### src/rtl/core/artnet_dmx_packet_receiver_defines.svh
// ---------------------------------------------------------------------------
// Art-Net DMX receiver assertion macros
// Shared concurrent assertion forms used by the receiver RTL.
// ---------------------------------------------------------------------------
`ifndef ARTNET_DMX_PACKET_RECEIVER_DEFINES_SVH
`define ARTNET_DMX_PACKET_RECEIVER_DEFINES_SVH

// Same-cycle implication, sampled on clk and disabled while rst_n is low.
`define ADR_ASSERT_SAME(lbl, pre, post, msg) \
  lbl: assert property (@(posedge clk) disable iff (!rst_n) (pre) |-> (post)) \
    else $error(msg);

// Next-cycle implication, sampled on clk and disabled while rst_n is low.
`define ADR_ASSERT_NEXT(lbl, pre, post, msg) \
  lbl: assert property (@(posedge clk) disable iff (!rst_n) (pre) |=> (post)) \
    else $error(msg);

`endif

### src/rtl/core/adr_pkg.sv
// ---------------------------------------------------------------------------
// Art-Net DMX receiver package
// Types and fixed protocol constants shared by the receiver modules.
// ---------------------------------------------------------------------------
package adr_pkg;

  // Result kinds.
  localparam logic [1:0] EV_WRITE  = 2'd0;
  localparam logic [1:0] EV_COMMIT = 2'd1;
  localparam logic [1:0] EV_POLL   = 2'd2;

  // Configuration register indexes.
  localparam logic [1:0] CFG_NET      = 2'd0;
  localparam logic [1:0] CFG_SUBNET   = 2'd1;
  localparam logic [1:0] CFG_UNIVERSE = 2'd2;

  localparam int CFG_IDX_W  = 2;
  localparam int CFG_DATA_W = 7;

  // Protocol constants.
  localparam logic [15:0] OP_OUTPUT        = 16'h5000;
  localparam logic [15:0] OP_POLL          = 16'h2000;
  localparam logic [15:0] VERSION_REQUIRED = 16'd14;
  localparam logic [15:0] ID_LEN           = 16'd8;
  localparam logic [15:0] OFF_OP_LO        = 16'd8;
  localparam logic [15:0] OFF_OP_HI        = 16'd9;
  localparam logic [15:0] OFF_VER_HI       = 16'd10;
  localparam logic [15:0] OFF_VER_LO       = 16'd11;
  localparam logic [15:0] OFF_SUBUNI       = 16'd14;
  localparam logic [15:0] OFF_NET          = 16'd15;
  localparam logic [15:0] OFF_LEN_HI       = 16'd16;
  localparam logic [15:0] OFF_LEN_LO       = 16'd17;
  localparam logic [15:0] DATA_START       = 16'd18;
  localparam logic [16:0] OPHDR_LEN        = 17'd10;
  localparam logic [16:0] POLL_MIN_LEN     = 17'd13;
  localparam logic [15:0] OFFSET_MAX       = 16'hFFFF;

  // Result queue geometry.
  localparam int FIFO_DEPTH = 4;
  localparam int FIFO_PTR_W = 2;
  localparam int FIFO_CNT_W = 3;

  typedef struct packed {
    logic [1:0]  event_kind;
    logic [7:0]  pixel_byte;
    logic [8:0]  pixel_position;
    logic [15:0] frame_length;
    logic        node_active;
    logic        final_of_run;
  } adr_result_t;

  // Results produced by one byte, in delivery order.
  typedef struct packed {
    logic [1:0]  num;
    adr_result_t first;
    adr_result_t second;
  } adr_push_t;

  typedef struct packed {
    logic                  not_empty;
    logic                  room_for_two;
    logic [FIFO_CNT_W-1:0] count;
  } adr_fifo_stat_t;

  // Bytes of the "Art-Net" identifier followed by a zero byte.
  function automatic logic [7:0] art_id(input logic [2:0] idx);
    logic [7:0] ch;
    case (idx)
      3'd0:    ch = 8'h41;
      3'd1:    ch = 8'h72;
      3'd2:    ch = 8'h74;
      3'd3:    ch = 8'h2D;
      3'd4:    ch = 8'h4E;
      3'd5:    ch = 8'h65;
      3'd6:    ch = 8'h74;
      default: ch = 8'h00;
    endcase
    return ch;
  endfunction

endpackage

### src/rtl/core/adr_in_if.sv
// ---------------------------------------------------------------------------
// Art-Net DMX receiver input channel
// Valid/ready channel carrying one UDP payload byte per item.
// ---------------------------------------------------------------------------
interface adr_in_if;
  logic       valid;
  logic       ready;
  logic [7:0] rx_byte;
  logic       end_of_packet;

  modport source (output valid, output rx_byte, output end_of_packet, input ready);
  modport sink   (input valid, input rx_byte, input end_of_packet, output ready);
endinterface

### src/rtl/core/adr_out_if.sv
// ---------------------------------------------------------------------------
// Art-Net DMX receiver result channel
// Valid/ready channel carrying one receiver event per item.
// ---------------------------------------------------------------------------
interface adr_out_if;
  logic        valid;
  logic        ready;
  logic [1:0]  event_kind;
  logic [7:0]  pixel_byte;
  logic [8:0]  pixel_position;
  logic [15:0] frame_length;
  logic        node_active;
  logic        final_of_run;

  modport source (output valid, output event_kind, output pixel_byte,
                  output pixel_position, output frame_length, output node_active,
                  output final_of_run, input ready);
  modport sink   (input valid, input event_kind, input pixel_byte,
                  input pixel_position, input frame_length, input node_active,
                  input final_of_run, output ready);
endinterface

### src/rtl/core/adr_result_fifo.sv
// ---------------------------------------------------------------------------
// Art-Net DMX receiver result queue
// Small queue that takes up to two results per cycle and gives one.
// ---------------------------------------------------------------------------
module adr_result_fifo (
  input  logic                   clk,
  input  logic                   rst_n,
  input  adr_pkg::adr_push_t     push,
  input  logic                   pop,
  output adr_pkg::adr_result_t   head,
  output adr_pkg::adr_fifo_stat_t stat
);
  import adr_pkg::*;

  adr_result_t           mem_r [FIFO_DEPTH];
  logic [FIFO_PTR_W-1:0] wr_ptr_r, wr_ptr_nxt;
  logic [FIFO_PTR_W-1:0] rd_ptr_r, rd_ptr_nxt;
  logic [FIFO_CNT_W-1:0] count_r, count_nxt;
  logic [FIFO_PTR_W-1:0] wr_ptr_p1;
  logic                  do_pop;

  assign do_pop    = pop && (count_r != '0);
  assign wr_ptr_p1 = wr_ptr_r + FIFO_PTR_W'(1);

  always_comb begin
    wr_ptr_nxt = wr_ptr_r + FIFO_PTR_W'(push.num);
    rd_ptr_nxt = rd_ptr_r + FIFO_PTR_W'(do_pop);
    count_nxt  = count_r + FIFO_CNT_W'(push.num) - FIFO_CNT_W'(do_pop);
  end

  always_ff @(posedge clk) begin
    if (!rst_n) begin
      wr_ptr_r <= '0;
      rd_ptr_r <= '0;
      count_r  <= '0;
    end else begin
      wr_ptr_r <= wr_ptr_nxt;
      rd_ptr_r <= rd_ptr_nxt;
      count_r  <= count_nxt;
    end
  end

  always_ff @(posedge clk) begin
    if (push.num != 2'd0) begin
      mem_r[wr_ptr_r] <= push.first;
    end
    if (push.num == 2'd2) begin
      mem_r[wr_ptr_p1] <= push.second;
    end
  end

  assign head              = mem_r[rd_ptr_r];
  assign stat.not_empty    = (count_r != '0);
  assign stat.room_for_two = (count_r <= FIFO_CNT_W'(FIFO_DEPTH - 2));
  assign stat.count        = count_r;

endmodule

### src/rtl/core/artnet_dmx_packet_receiver.sv
// ---------------------------------------------------------------------------
// Art-Net DMX packet receiver
// Parses ArtDmx and ArtPoll packets one payload byte at a time.
// ---------------------------------------------------------------------------
//
//   Channel  Direction  Item                        Handshake
//   in_ch    sink       one payload byte + last     valid/ready
//   out_ch   source     one event (write/commit/poll) valid/ready
//   cfg_*    sink       register write              write enable, no wait
//
// An accepted byte is held in an input register and parsed from there, and its
// results (at most two) are written into a four-entry result queue.
// One byte per clock is sustained while the queue has room for two results;
// the queue drains one result per clock while out_ch is ready.
// Input is stalled only when the queue lacks room for two results.
// Reset (rst_n low, synchronous) clears the parse state, the queue and the
// configuration registers; there is no clearing pass.
//
`include "artnet_dmx_packet_receiver_defines.svh"

module artnet_dmx_packet_receiver #(
  parameter int PAYLOAD_BYTES = 512
) (
  input  logic                          clk,
  input  logic                          rst_n,
  adr_in_if.sink                        in_ch,
  adr_out_if.source                     out_ch,
  input  logic                          cfg_we,
  input  logic [adr_pkg::CFG_IDX_W-1:0]  cfg_index,
  input  logic [adr_pkg::CFG_DATA_W-1:0] cfg_wdata
);
  import adr_pkg::*;

  localparam logic [16:0] PayloadLimit = 17'(PAYLOAD_BYTES);

  // Configuration registers.
  logic [6:0] node_net_r;
  logic [3:0] node_subnet_r;
  logic [3:0] node_universe_r;

  // Input register stage.
  logic       s1_valid_r;
  logic [7:0] s1_byte_r;
  logic       s1_eop_r;
  logic       s1_fire;
  logic       in_fire;

  // Per-packet parse state.
  logic [15:0] byte_offset_r, byte_offset_nxt;
  logic        header_good_r, header_good_nxt;
  logic [15:0] op_code_r, op_code_nxt;
  logic [15:0] protocol_version_r, protocol_version_nxt;
  logic [7:0]  sub_universe_byte_r, sub_universe_byte_nxt;
  logic        address_match_r, address_match_nxt;
  logic [15:0] declared_length_r, declared_length_nxt;
  logic        seen_packet_r, seen_packet_nxt;

  // State after this byte's field capture, before end-of-packet clearing.
  logic        hg_upd;
  logic [15:0] op_upd;
  logic [15:0] ver_upd;
  logic [7:0]  sub_upd;
  logic        match_upd;
  logic [15:0] len_upd;

  logic        dmx_ok;
  logic [15:0] data_off;
  logic        is_data;
  logic [16:0] total;
  logic [16:0] need_len;
  logic        is_commit;
  logic        is_poll;

  adr_result_t    res_write;
  adr_result_t    res_event;
  adr_push_t      push;
  adr_result_t    head;
  adr_fifo_stat_t fifo_stat;

  // -------------------------------------------------------------------------
  // Configuration writes; indexes beyond the list are ignored.
  // -------------------------------------------------------------------------
  always_ff @(posedge clk) begin
    if (!rst_n) begin
      node_net_r      <= '0;
      node_subnet_r   <= '0;
      node_universe_r <= '0;
    end else if (cfg_we) begin
      case (cfg_index)
        CFG_NET:      node_net_r      <= cfg_wdata;
        CFG_SUBNET:   node_subnet_r   <= cfg_wdata[3:0];
        CFG_UNIVERSE: node_universe_r <= cfg_wdata[3:0];
        default: begin
        end
      endcase
    end
  end

  // -------------------------------------------------------------------------
  // Input register. The parse stage fires only when the queue can take the
  // worst case of two results, so the input register never overflows.
  // -------------------------------------------------------------------------
  assign s1_fire     = s1_valid_r && fifo_stat.room_for_two;
  assign in_ch.ready = !s1_valid_r || s1_fire;
  assign in_fire     = in_ch.valid && in_ch.ready;

  always_ff @(posedge clk) begin
    if (!rst_n) begin
      s1_valid_r <= 1'b0;
    end else if (in_ch.ready) begin
      s1_valid_r <= in_ch.valid;
    end
  end

  always_ff @(posedge clk) begin
    if (in_fire) begin
      s1_byte_r <= in_ch.rx_byte;
      s1_eop_r  <= in_ch.end_of_packet;
    end
  end

  // -------------------------------------------------------------------------
  // Field capture: each header field is taken at its fixed byte offset.
  // -------------------------------------------------------------------------
  always_comb begin
    hg_upd    = header_good_r;
    op_upd    = op_code_r;
    ver_upd   = protocol_version_r;
    sub_upd   = sub_universe_byte_r;
    match_upd = address_match_r;
    len_upd   = declared_length_r;
    if (byte_offset_r < ID_LEN) begin
      if (s1_byte_r != art_id(byte_offset_r[2:0])) begin
        hg_upd = 1'b0;
      end
    end else if (byte_offset_r == OFF_OP_LO) begin
      op_upd = {op_code_r[15:8], s1_byte_r};
    end else if (byte_offset_r == OFF_OP_HI) begin
      op_upd = {s1_byte_r, op_code_r[7:0]};
    end else if (byte_offset_r == OFF_VER_HI) begin
      ver_upd = {s1_byte_r, protocol_version_r[7:0]};
    end else if (byte_offset_r == OFF_VER_LO) begin
      ver_upd = {protocol_version_r[15:8], s1_byte_r};
    end else if (byte_offset_r == OFF_SUBUNI) begin
      sub_upd = s1_byte_r;
    end else if (byte_offset_r == OFF_NET) begin
      // The whole net byte is compared, so a set top bit never matches.
      match_upd = (s1_byte_r == {1'b0, node_net_r})
                  && (sub_universe_byte_r[7:4] == node_subnet_r)
                  && (sub_universe_byte_r[3:0] == node_universe_r);
    end else if (byte_offset_r == OFF_LEN_HI) begin
      len_upd = {s1_byte_r, declared_length_r[7:0]};
    end else if (byte_offset_r == OFF_LEN_LO) begin
      len_upd = {declared_length_r[15:8], s1_byte_r};
    end
  end

  // -------------------------------------------------------------------------
  // Event decisions for this byte.
  // -------------------------------------------------------------------------
  always_comb begin
    dmx_ok   = hg_upd && (op_upd == OP_OUTPUT) && (ver_upd == VERSION_REQUIRED)
               && match_upd;
    data_off = byte_offset_r - DATA_START;
    is_data  = (byte_offset_r >= DATA_START) && dmx_ok
               && ({1'b0, data_off} < PayloadLimit);
    // A saturated counter makes the total length read as the maximum.
    total    = (byte_offset_r == OFFSET_MAX) ? {1'b0, OFFSET_MAX}
                                             : ({1'b0, byte_offset_r} + 17'd1);
    need_len = {1'b0, DATA_START} + {1'b0, len_upd};
    is_commit = s1_eop_r && (total >= OPHDR_LEN) && hg_upd && (op_upd == OP_OUTPUT)
                && dmx_ok && (total >= {1'b0, DATA_START}) && (total >= need_len);
    is_poll   = s1_eop_r && (total >= OPHDR_LEN) && hg_upd && (op_upd == OP_POLL)
                && (total >= POLL_MIN_LEN);
  end

  // -------------------------------------------------------------------------
  // Result assembly. A data write always comes before a commit on the same
  // byte, and only the last result of the byte carries final_of_run.
  // -------------------------------------------------------------------------
  always_comb begin
    res_write.event_kind     = EV_WRITE;
    res_write.pixel_byte     = s1_byte_r;
    res_write.pixel_position = data_off[8:0];
    res_write.frame_length   = '0;
    res_write.node_active    = seen_packet_nxt;
    res_write.final_of_run   = !(is_commit || is_poll);

    res_event.event_kind     = is_commit ? EV_COMMIT : EV_POLL;
    res_event.pixel_byte     = '0;
    res_event.pixel_position = '0;
    res_event.frame_length   = is_commit ? len_upd : 16'd0;
    res_event.node_active    = seen_packet_nxt;
    res_event.final_of_run   = 1'b1;

    push.first  = is_data ? res_write : res_event;
    push.second = res_event;
    push.num    = '0;
    if (s1_fire) begin
      push.num = 2'(is_data) + 2'(is_commit || is_poll);
    end
  end

  // -------------------------------------------------------------------------
  // Parse state update. The last byte of a packet returns everything but the
  // sticky arrival flag to its reset values; the offset saturates otherwise.
  // -------------------------------------------------------------------------
  always_comb begin
    byte_offset_nxt       = byte_offset_r;
    header_good_nxt       = header_good_r;
    op_code_nxt           = op_code_r;
    protocol_version_nxt  = protocol_version_r;
    sub_universe_byte_nxt = sub_universe_byte_r;
    address_match_nxt     = address_match_r;
    declared_length_nxt   = declared_length_r;
    seen_packet_nxt       = seen_packet_r || s1_valid_r;
    if (s1_fire) begin
      if (s1_eop_r) begin
        byte_offset_nxt       = '0;
        header_good_nxt       = 1'b1;
        op_code_nxt           = '0;
        protocol_version_nxt  = '0;
        sub_universe_byte_nxt = '0;
        address_match_nxt     = 1'b0;
        declared_length_nxt   = '0;
      end else begin
        if (byte_offset_r != OFFSET_MAX) begin
          byte_offset_nxt = byte_offset_r + 16'd1;
        end
        header_good_nxt       = hg_upd;
        op_code_nxt           = op_upd;
        protocol_version_nxt  = ver_upd;
        sub_universe_byte_nxt = sub_upd;
        address_match_nxt     = match_upd;
        declared_length_nxt   = len_upd;
      end
    end
  end

  always_ff @(posedge clk) begin
    if (!rst_n) begin
      byte_offset_r       <= '0;
      header_good_r       <= 1'b1;
      op_code_r           <= '0;
      protocol_version_r  <= '0;
      sub_universe_byte_r <= '0;
      address_match_r     <= 1'b0;
      declared_length_r   <= '0;
      seen_packet_r       <= 1'b0;
    end else begin
      byte_offset_r       <= byte_offset_nxt;
      header_good_r       <= header_good_nxt;
      op_code_r           <= op_code_nxt;
      protocol_version_r  <= protocol_version_nxt;
      sub_universe_byte_r <= sub_universe_byte_nxt;
      address_match_r     <= address_match_nxt;
      declared_length_r   <= declared_length_nxt;
      seen_packet_r       <= seen_packet_nxt;
    end
  end

  // -------------------------------------------------------------------------
  // Result queue and output channel.
  // -------------------------------------------------------------------------
  adr_result_fifo u_result_fifo (
    .clk   (clk),
    .rst_n (rst_n),
    .push  (push),
    .pop   (out_ch.ready),
    .head  (head),
    .stat  (fifo_stat)
  );

  assign out_ch.valid          = fifo_stat.not_empty;
  assign out_ch.event_kind     = head.event_kind;
  assign out_ch.pixel_byte     = head.pixel_byte;
  assign out_ch.pixel_position = head.pixel_position;
  assign out_ch.frame_length   = head.frame_length;
  assign out_ch.node_active    = head.node_active;
  assign out_ch.final_of_run   = head.final_of_run;

  // -------------------------------------------------------------------------
  // Assertions.
  // -------------------------------------------------------------------------
  `ADR_ASSERT_SAME(a_fifo_bound, 1'b1, fifo_stat.count <= FIFO_CNT_W'(FIFO_DEPTH),
    "result queue holds more than its depth")
  `ADR_ASSERT_SAME(a_active_on_result, out_ch.valid, out_ch.node_active,
    "result delivered without the arrival flag set")
  `ADR_ASSERT_NEXT(a_clear_on_last, s1_fire && s1_eop_r,
    byte_offset_r == 16'd0 && header_good_r,
    "parse state not cleared after the last byte of a packet")
  `ADR_ASSERT_SAME(a_event_no_byte, out_ch.valid && (out_ch.event_kind != EV_WRITE),
    out_ch.pixel_byte == 8'd0 && out_ch.final_of_run,
    "commit or poll result carries payload or is not final")

endmodule
### src/flat_wrapper.sv
// flat-port wrapper written by rule: the top's interface ports become plain ports
module artnet_dmx_packet_receiver_flat import adr_pkg::*;
#(
  parameter int PAYLOAD_BYTES = 512
)
  (clk, rst_n, cfg_we, cfg_index, cfg_wdata, in_ch_valid, in_ch_rx_byte, in_ch_end_of_packet, in_ch_ready, out_ch_valid, out_ch_event_kind, out_ch_pixel_byte, out_ch_pixel_position, out_ch_frame_length, out_ch_node_active, out_ch_final_of_run, out_ch_ready);
  adr_in_if in_ch_i ();
  adr_out_if out_ch_i ();
  input  logic clk;
  input  logic rst_n;
  input  logic cfg_we;
  input  logic [adr_pkg::CFG_IDX_W-1:0] cfg_index;
  input  logic [adr_pkg::CFG_DATA_W-1:0] cfg_wdata;
  input wire logic [$bits(in_ch_i.valid)-1:0] in_ch_valid;
  input wire logic [$bits(in_ch_i.rx_byte)-1:0] in_ch_rx_byte;
  input wire logic [$bits(in_ch_i.end_of_packet)-1:0] in_ch_end_of_packet;
  output wire logic [$bits(in_ch_i.ready)-1:0] in_ch_ready;
  output wire logic [$bits(out_ch_i.valid)-1:0] out_ch_valid;
  output wire logic [$bits(out_ch_i.event_kind)-1:0] out_ch_event_kind;
  output wire logic [$bits(out_ch_i.pixel_byte)-1:0] out_ch_pixel_byte;
  output wire logic [$bits(out_ch_i.pixel_position)-1:0] out_ch_pixel_position;
  output wire logic [$bits(out_ch_i.frame_length)-1:0] out_ch_frame_length;
  output wire logic [$bits(out_ch_i.node_active)-1:0] out_ch_node_active;
  output wire logic [$bits(out_ch_i.final_of_run)-1:0] out_ch_final_of_run;
  input wire logic [$bits(out_ch_i.ready)-1:0] out_ch_ready;
  assign in_ch_i.valid = in_ch_valid;
  assign in_ch_i.rx_byte = in_ch_rx_byte;
  assign in_ch_i.end_of_packet = in_ch_end_of_packet;
  assign in_ch_ready = in_ch_i.ready;
  assign out_ch_valid = out_ch_i.valid;
  assign out_ch_event_kind = out_ch_i.event_kind;
  assign out_ch_pixel_byte = out_ch_i.pixel_byte;
  assign out_ch_pixel_position = out_ch_i.pixel_position;
  assign out_ch_frame_length = out_ch_i.frame_length;
  assign out_ch_node_active = out_ch_i.node_active;
  assign out_ch_final_of_run = out_ch_i.final_of_run;
  assign out_ch_i.ready = out_ch_ready;
  artnet_dmx_packet_receiver #(.PAYLOAD_BYTES(PAYLOAD_BYTES)) u_core (.clk(clk), .rst_n(rst_n), .in_ch(in_ch_i), .out_ch(out_ch_i), .cfg_we(cfg_we), .cfg_index(cfg_index), .cfg_wdata(cfg_wdata));
endmodule
### config.mk
export PLATFORM = sky130hd
export DESIGN_NAME = artnet_dmx_packet_receiver_flat
export DESIGN_NICKNAME = d
export VERILOG_FILES = /design/src/rtl/core/adr_pkg.sv /design/src/rtl/core/adr_in_if.sv /design/src/rtl/core/adr_out_if.sv /design/src/rtl/core/adr_result_fifo.sv /design/src/rtl/core/artnet_dmx_packet_receiver.sv /design/src/flat_wrapper.sv
export VERILOG_INCLUDE_DIRS = /design/src /design/src/rtl/core
export SDC_FILE = /design/constraint.sdc
export NUM_CORES = 1
export LEC_CHECK = 0
export ABC_AREA = 1
export CORE_AREA = 3 3 218 220
export DETAILED_ROUTE_END_ITERATION = 6
export DIE_AREA = 0 0 221 223
export DONT_BUFFER_PORTS = 1
export GPL_TIMING_DRIVEN = 0
export PLACE_DENSITY = 0.43
export RECOVER_POWER = 50
export SLEW_MARGIN = 10
export SYNTH_ARGS = -nofsm -noshare
export SYNTH_HDL_FRONTEND = slang
export SYNTH_SLANG_ARGS = --single-unit
### constraint.sdc
create_clock -name clk -period 8.5 [get_ports clk]
set_input_delay 0.85 -clock clk [delete_from_list [all_inputs] [get_ports clk]]
set_output_delay 0.85 -clock clk [all_outputs]
set_load 0.01 [all_outputs]
Word-level counts from Yosys, hierarchy flattened
Memories as Yosys holds them, arrays and structs flattened. A register that Yosys moved wholly into a read port is not among the register bits.
Index checks and enable logic that the tools add are counted.
Widths: inputs -> output; s select.
- muxes and demuxes: 52
- $lt $le $gt $ge: 8
- reductions and logical operators: 35
- add/subtract/negate cells: 10
- equality and inequality tests: 31
- operators with widths (cell ; number):
    $mux 16 ; 21
    $eq 16x4->1 const B ; 7
    $mux 8 ; 10
    $pmux 7 s6 ; 1
    $mux 37 ; 1
    $ge 17x4->1 const B ; 2
    $eq 16x5->1 const B ; 2
    $logic_and 1x1->1 ; 18
    $add 16x1->17 const B ; 1
    $add 5x16->17 const A ; 1
    $ge 17x17->1 ; 1
    $ge 17x5->1 const B ; 1
    $mux 17 ; 1
    $add 16x1->16 const B ; 1
    $eq 16x14->1 const B ; 1
    $eq 16x15->1 const B ; 1
    $eq 16x16->1 const B ; 1
    $ge 16x5->1 const B ; 1
    $lt 16x10->1 const B ; 1
    $lt 16x4->1 const B ; 1
    $ne 16x16->1 const B ; 1
    $sub 16x5->16 const B ; 1
    $mux 1 ; 15
    $ne 2x1->1 const B ; 5
    25 further kinds ; 40
- output and inout port bits: 39
- memories kept: 1
- input bits: 23
- logic and storage cells: 154
- register bits: 107
- memory bits (writable): 148
- memory list (name ; words ; width ; read ports ; clocked after memory_dff ; wr ports ; RTL line ; RTL):
    u_core.u_result_fifo.mem_r ; 4 ; 37 ; 1 ; 1 ; 2 ; adr_result_fifo.sv:15 ; adr_result_t mem_r [FIFO_DEPTH];

Depth between registers and ports, before layout
- word-level depth: 20
- gate-level depth with buffers: 43

Cells and area by module
Synthesis repeated with hierarchy kept, for this count alone.
- cell total of the unflattened synthesis: 1913
- area, all modules: 14797.9 um^2
- modules (own cells, without submodules) (module ; sequential area each (um^2) ; cells an instance ; times used ; area an instance (um^2)):
    adr_result_fifo ; 4584.4 ; 781 ; 1 ; 7616.1
    artnet_dmx_packet_receiver ; 2092.0 ; 1132 ; 1 ; 7181.9

Worst setup path before layout
No wires, ideal clock.
- kind: register to register
- start point: reg u_core.byte_offset_r[0]
- end point: mem u_core.u_result_fifo.mem_r[3][10] (netlist name), enable pin
- arrival: 5610 ps
- setup slack: 2514 ps
- clock period less this slack: 5986 ps
- cell stages (with the launch flop): 38
- required time: 8124 ps
- buffers on the path: 2
- cells stage by stage: dfxtp_1 > inv_1 > ha_1 > inv_1 > nor2_1 > inv_1 > nand2_1 > nor2_4 > buf_4 > o21a_1 > ha_1 > nand3_1 > nand2_1 > nand2_1 > nor2_1 > nand2_1 > nor3_1 > xor2_1 > (+2 left out) > nand2_1 > nor4_1 > a21boi_0 > nand2_1 > nand2_1 > nand2_1 > nand4_1 > nor2_1 > nand3_4 > buf_4 > nand2_1 > ha_1 > inv_1 > nor2_1 > nor2_1 > nor3_2 > inv_1 > nand2_1
- RTL lines (what ; RTL line ; RTL):
    from (decl) ; artnet_dmx_packet_receiver.sv:49 ; logic [15:0] byte_offset_r, byte_offset_nxt;
    from (signal assigned) ; artnet_dmx_packet_receiver.sv:251 ; byte_offset_r <= byte_offset_nxt;
    to (decl) ; adr_result_fifo.sv:15 ;

==> metrics <==
Final Setup Violations 0; fill cell count ~4900; GPL Wtd Cong between 0.8 and 0.9; first-pass GRT wire length ~71 mm; Port Buffer Count 0; HP Class input port to register; clock slew at reported path FFs 0.06 ns; Least-Margin Pin Slew 1.05 ns; FF-to-FF End u_core.u_result_fifo.mem_r[3][11]; max cap viols 0; initial antenna violation count 1; startpoint types register; Hold Fails Final Rpt 0; Rel. slew slack between 20 and 30%; Arr. time, crit path approximately 8.0 ns; Remaining Overflow, GRT 0; Leak about 6.3 nW; worst vdd ir about 0.15 mV; drc violations 0; Mapped Cells ~1800; leading register cell type out of synthesis dfxtp_1; CP Max Fanout 19; Hold Crit Start in_ch_rx_byte[1]; Seq/Total Area, Yosys a little over two fifths; worst skew pair latency slightly below 0.6 ns; min cycle time layout between 7 and 8 ns; clk root buf clkbuf_16; Setup CP Type register to register; DRT Pass-1 Iters 5; H-tree Lvls 1; CP startpoint u_core.byte_offset_r[1]; Hold Path Stages 0; Initial Util around 30%; Post-Syn Area between 10000 and 15000 µm²; flop2flop setup slack between 0.6 and 0.7 ns; CTS Buffer Depth 3; RSZ-0062 raised after global routing false; vias in the first global route 11800; layout cells sized above 1 under 10%; post-layout instance area about 15000 µm²; final setup skew ~0.023 ns; Yosys reg bits ~250; final antenna-violating net count 0; Nets roughly 1900; Worst path most repeated cell nand2_1; Post-DP HPWL 33.7 mm; pwr dens between 200 and 250 nW/µm²; CTS tree yes; DR WL/cell between 15 and 20 µm; Achievable Freq 0.128 GHz; Worst Hold Endpoint u_core.s1_byte_r[1]; cts bufs inserted 30; status finished clean; ys async rst share 0%; Die Y 223 µm; max-slew violation count 0; Die ar. between 40000 and 50000 µm²; CP max stage delay 0.78 ns; worst r2r src u_core.byte_offset_r[1]; Via density 4.91; drt total wl ~46 mm; I/O pins 62; setup_tns 0 ns; placed instance area roughly 14000 µm²; Syn Nets 1891; via count roughly 12000; clock sink total 254; synth warn 0; Die X approximately 220 µm; layout overhead on the synthesized area 12.6%; Total Routing Usage GR about 18%; syn avg cell area approximately 7.4 µm²; Tcrit/Tclk final approximately 92%; Unique masters post-synth between 40 and 50; Post-synth EDFFs 85; Crit path required time 8.70 ns; core area around 45000 µm²; DRC violation total after the first TritonRoute iteration ~810; largest net degree at the start of global routing 20; R2R depth 37; Site Rows between 70 and 80; CP max-delay cell nand2_1; Critical Path End Type register
==> how the worst max path moves through the flow <==
stage / end / slack, ns
after detailed placement: u_core.u_result_fifo.mem_r[0][27] / 0.28
after floorplan: u_core.u_result_fifo.mem_r[3][10] / 2.51
after global routing: u_core.u_result_fifo.mem_r[0][27] / 0.06
after CTS: u_core.u_result_fifo.mem_r[0][27] / 0.26
final: u_core.u_result_fifo.mem_r[3][11] / 0.68
after global placement: u_core.u_result_fifo.mem_r[0][28] / 0.35
==> power by group <==
| part | switching, W | internal [W] | total [W] | leakage, nW |
|---|---|---|---|---|
| Clock | 0.000537 | 0.000734 | 0.00127 | 0.471 |
| Sequential | 0.0000203 | 0.00127 | 0.00129 | 2.16 |
| Combinational | 0.000474 | 0.000148 | 0.000622 | 3.66 |
==> cells in the mapped netlist, types with 3 or more instances <==
master    instances  share of area [%]
o22ai_1          44                2.0
and3_1            5               0.23
nand4_1          29                1.3
inv_1           137                3.8
or2_2            16               0.73
nor2_4            5               0.41
ha_1             32                2.9
nor3_2           44                3.2
o21ai_2           4               0.26
xnor2_1           7               0.45
nor3_1           39                1.4
nand3b_1          3               0.16
edfxtp_1         85                 19
nand2_2           8               0.37
nor2_1          201                5.5
o21ai_0         105                3.8
a21oi_1         101                3.7
buf_6            11               0.91
xor2_1           19                1.2
clkbuf_1         56                1.5
nand2_1         548                 15
buf_2             5               0.18
clkinv_1          8               0.22
buf_4             9               0.49
nor2_2           14               0.64
nand2_4           3               0.25
inv_2             8               0.22
dfxtp_1         169                 25
o21ai_1          14               0.51
nand3_1          81                3.0
==> worst max-delay path: cells and delay by family, from the launching register on <==
kind	cells	cell delay (ns)
buffers and inverters	8	1.26
adders and majority gates	4	1.07
xor gates and xnor gates	1	0.24
DFF	1	0.57
AOI/OAI and AO/OA	2	0.38
and+or+nand+nor	22	3.89
==> cell type report <==
| cell class | instances | area (µm²) | area share (%) |
|---|---|---|---|
| diodes | 1 | 2.50 | 0.0163 |
| flip-flops and latches | 254 | 5940 | 38.6 |
| multi-input cells | 1346 | 6710 | 43.6 |
| inverters | 153 | 574 | 3.73 |
| clock buffers | 33 | 762 | 4.95 |
| repair buffers | 3 | 22.5 | 0.146 |
| clock inverters | 23 | 199 | 1.29 |
| well taps | 600 | 751 | 4.88 |
| plain buffers | 82 | 432 | 2.81 |
==> state kept, by name, summed over array words and instances, names as in the netlist, 7 cells and up <==
signal and count:
u_core.u_result_fifo.mem_r 148, u_core.op_code_r 16, u_core.node_net_r 7, u_core.declared_length_r 16, u_core.protocol_version_r 16, u_core.sub_universe_byte_r 8, u_core.byte_offset_r 16, u_core.s1_byte_r 8
==> routing by layer <==
metal,vias up,share of wire (%),track usage (%)
met2,291,46,30.4
met3,70,4.9,3.11
met5,-,0,0.196
met4,0,3.0,5.13
met1,5774,46,24.6
li1,6108,-,-
==> per-stage QoR <==
step / hold slack (ns) / setup slack (ns) / util, % / total power [W] / cells
floorplan: 0.421 / 2.51 / - / 0.00172 / 1835
global placement: 0.431 / 0.345 / 31.7 / 0.00195 / 2435
detailed placement: 0.434 / 0.279 / 31.7 / 0.00195 / 2435
CTS: 0.338 / 0.263 / 33.8 / 0.00324 / 2491
global route: 0.347 / 0.0613 / 33.8 / 0.00334 / 2494
finish: 0.371 / 0.680 / 33.8 / 0.00318 / 2495
==> cell usage in the layout (no fill, tap or decap), drive strengths merged, types with 4 or more instances in the layout <==
cell type and count:
o211ai 4, inv 145, a21oi 101, xnor2 7, ha 32, and3 5
buf 29, xor2 19, nor2 221, nand4 29, nand2 559, or2 16
edfxtp 85, nor3 84, clkbuf 89, clkinv 28, o21ai 123, nand3 84
dfxtp 169, o22ai 44
==> timing repair <==
item | CTS | global route
setup buffers | 0 | 3
hold buffers | 0 | 0
resized for setup | 0 | 4
setup endpoints to repair | 0 | 70
==> cells by family (layout without fill, tap and decap cells) <==
family                   Yosys count  in the layout  share of synthesized area [%]
other                              0              1                              0
adder cells (fa/ha/maj)           33             33                           3.08
XOR/XNOR                          26             26                           1.67
buffers and inverters            235            294                           7.35
AND/OR/NAND/NOR                 1003           1003                           33.0
AO/OA/AOI/OAI                    284            284                           11.4
flip-flops                       254            254                           43.5
(Power assumes the default switching activity.)
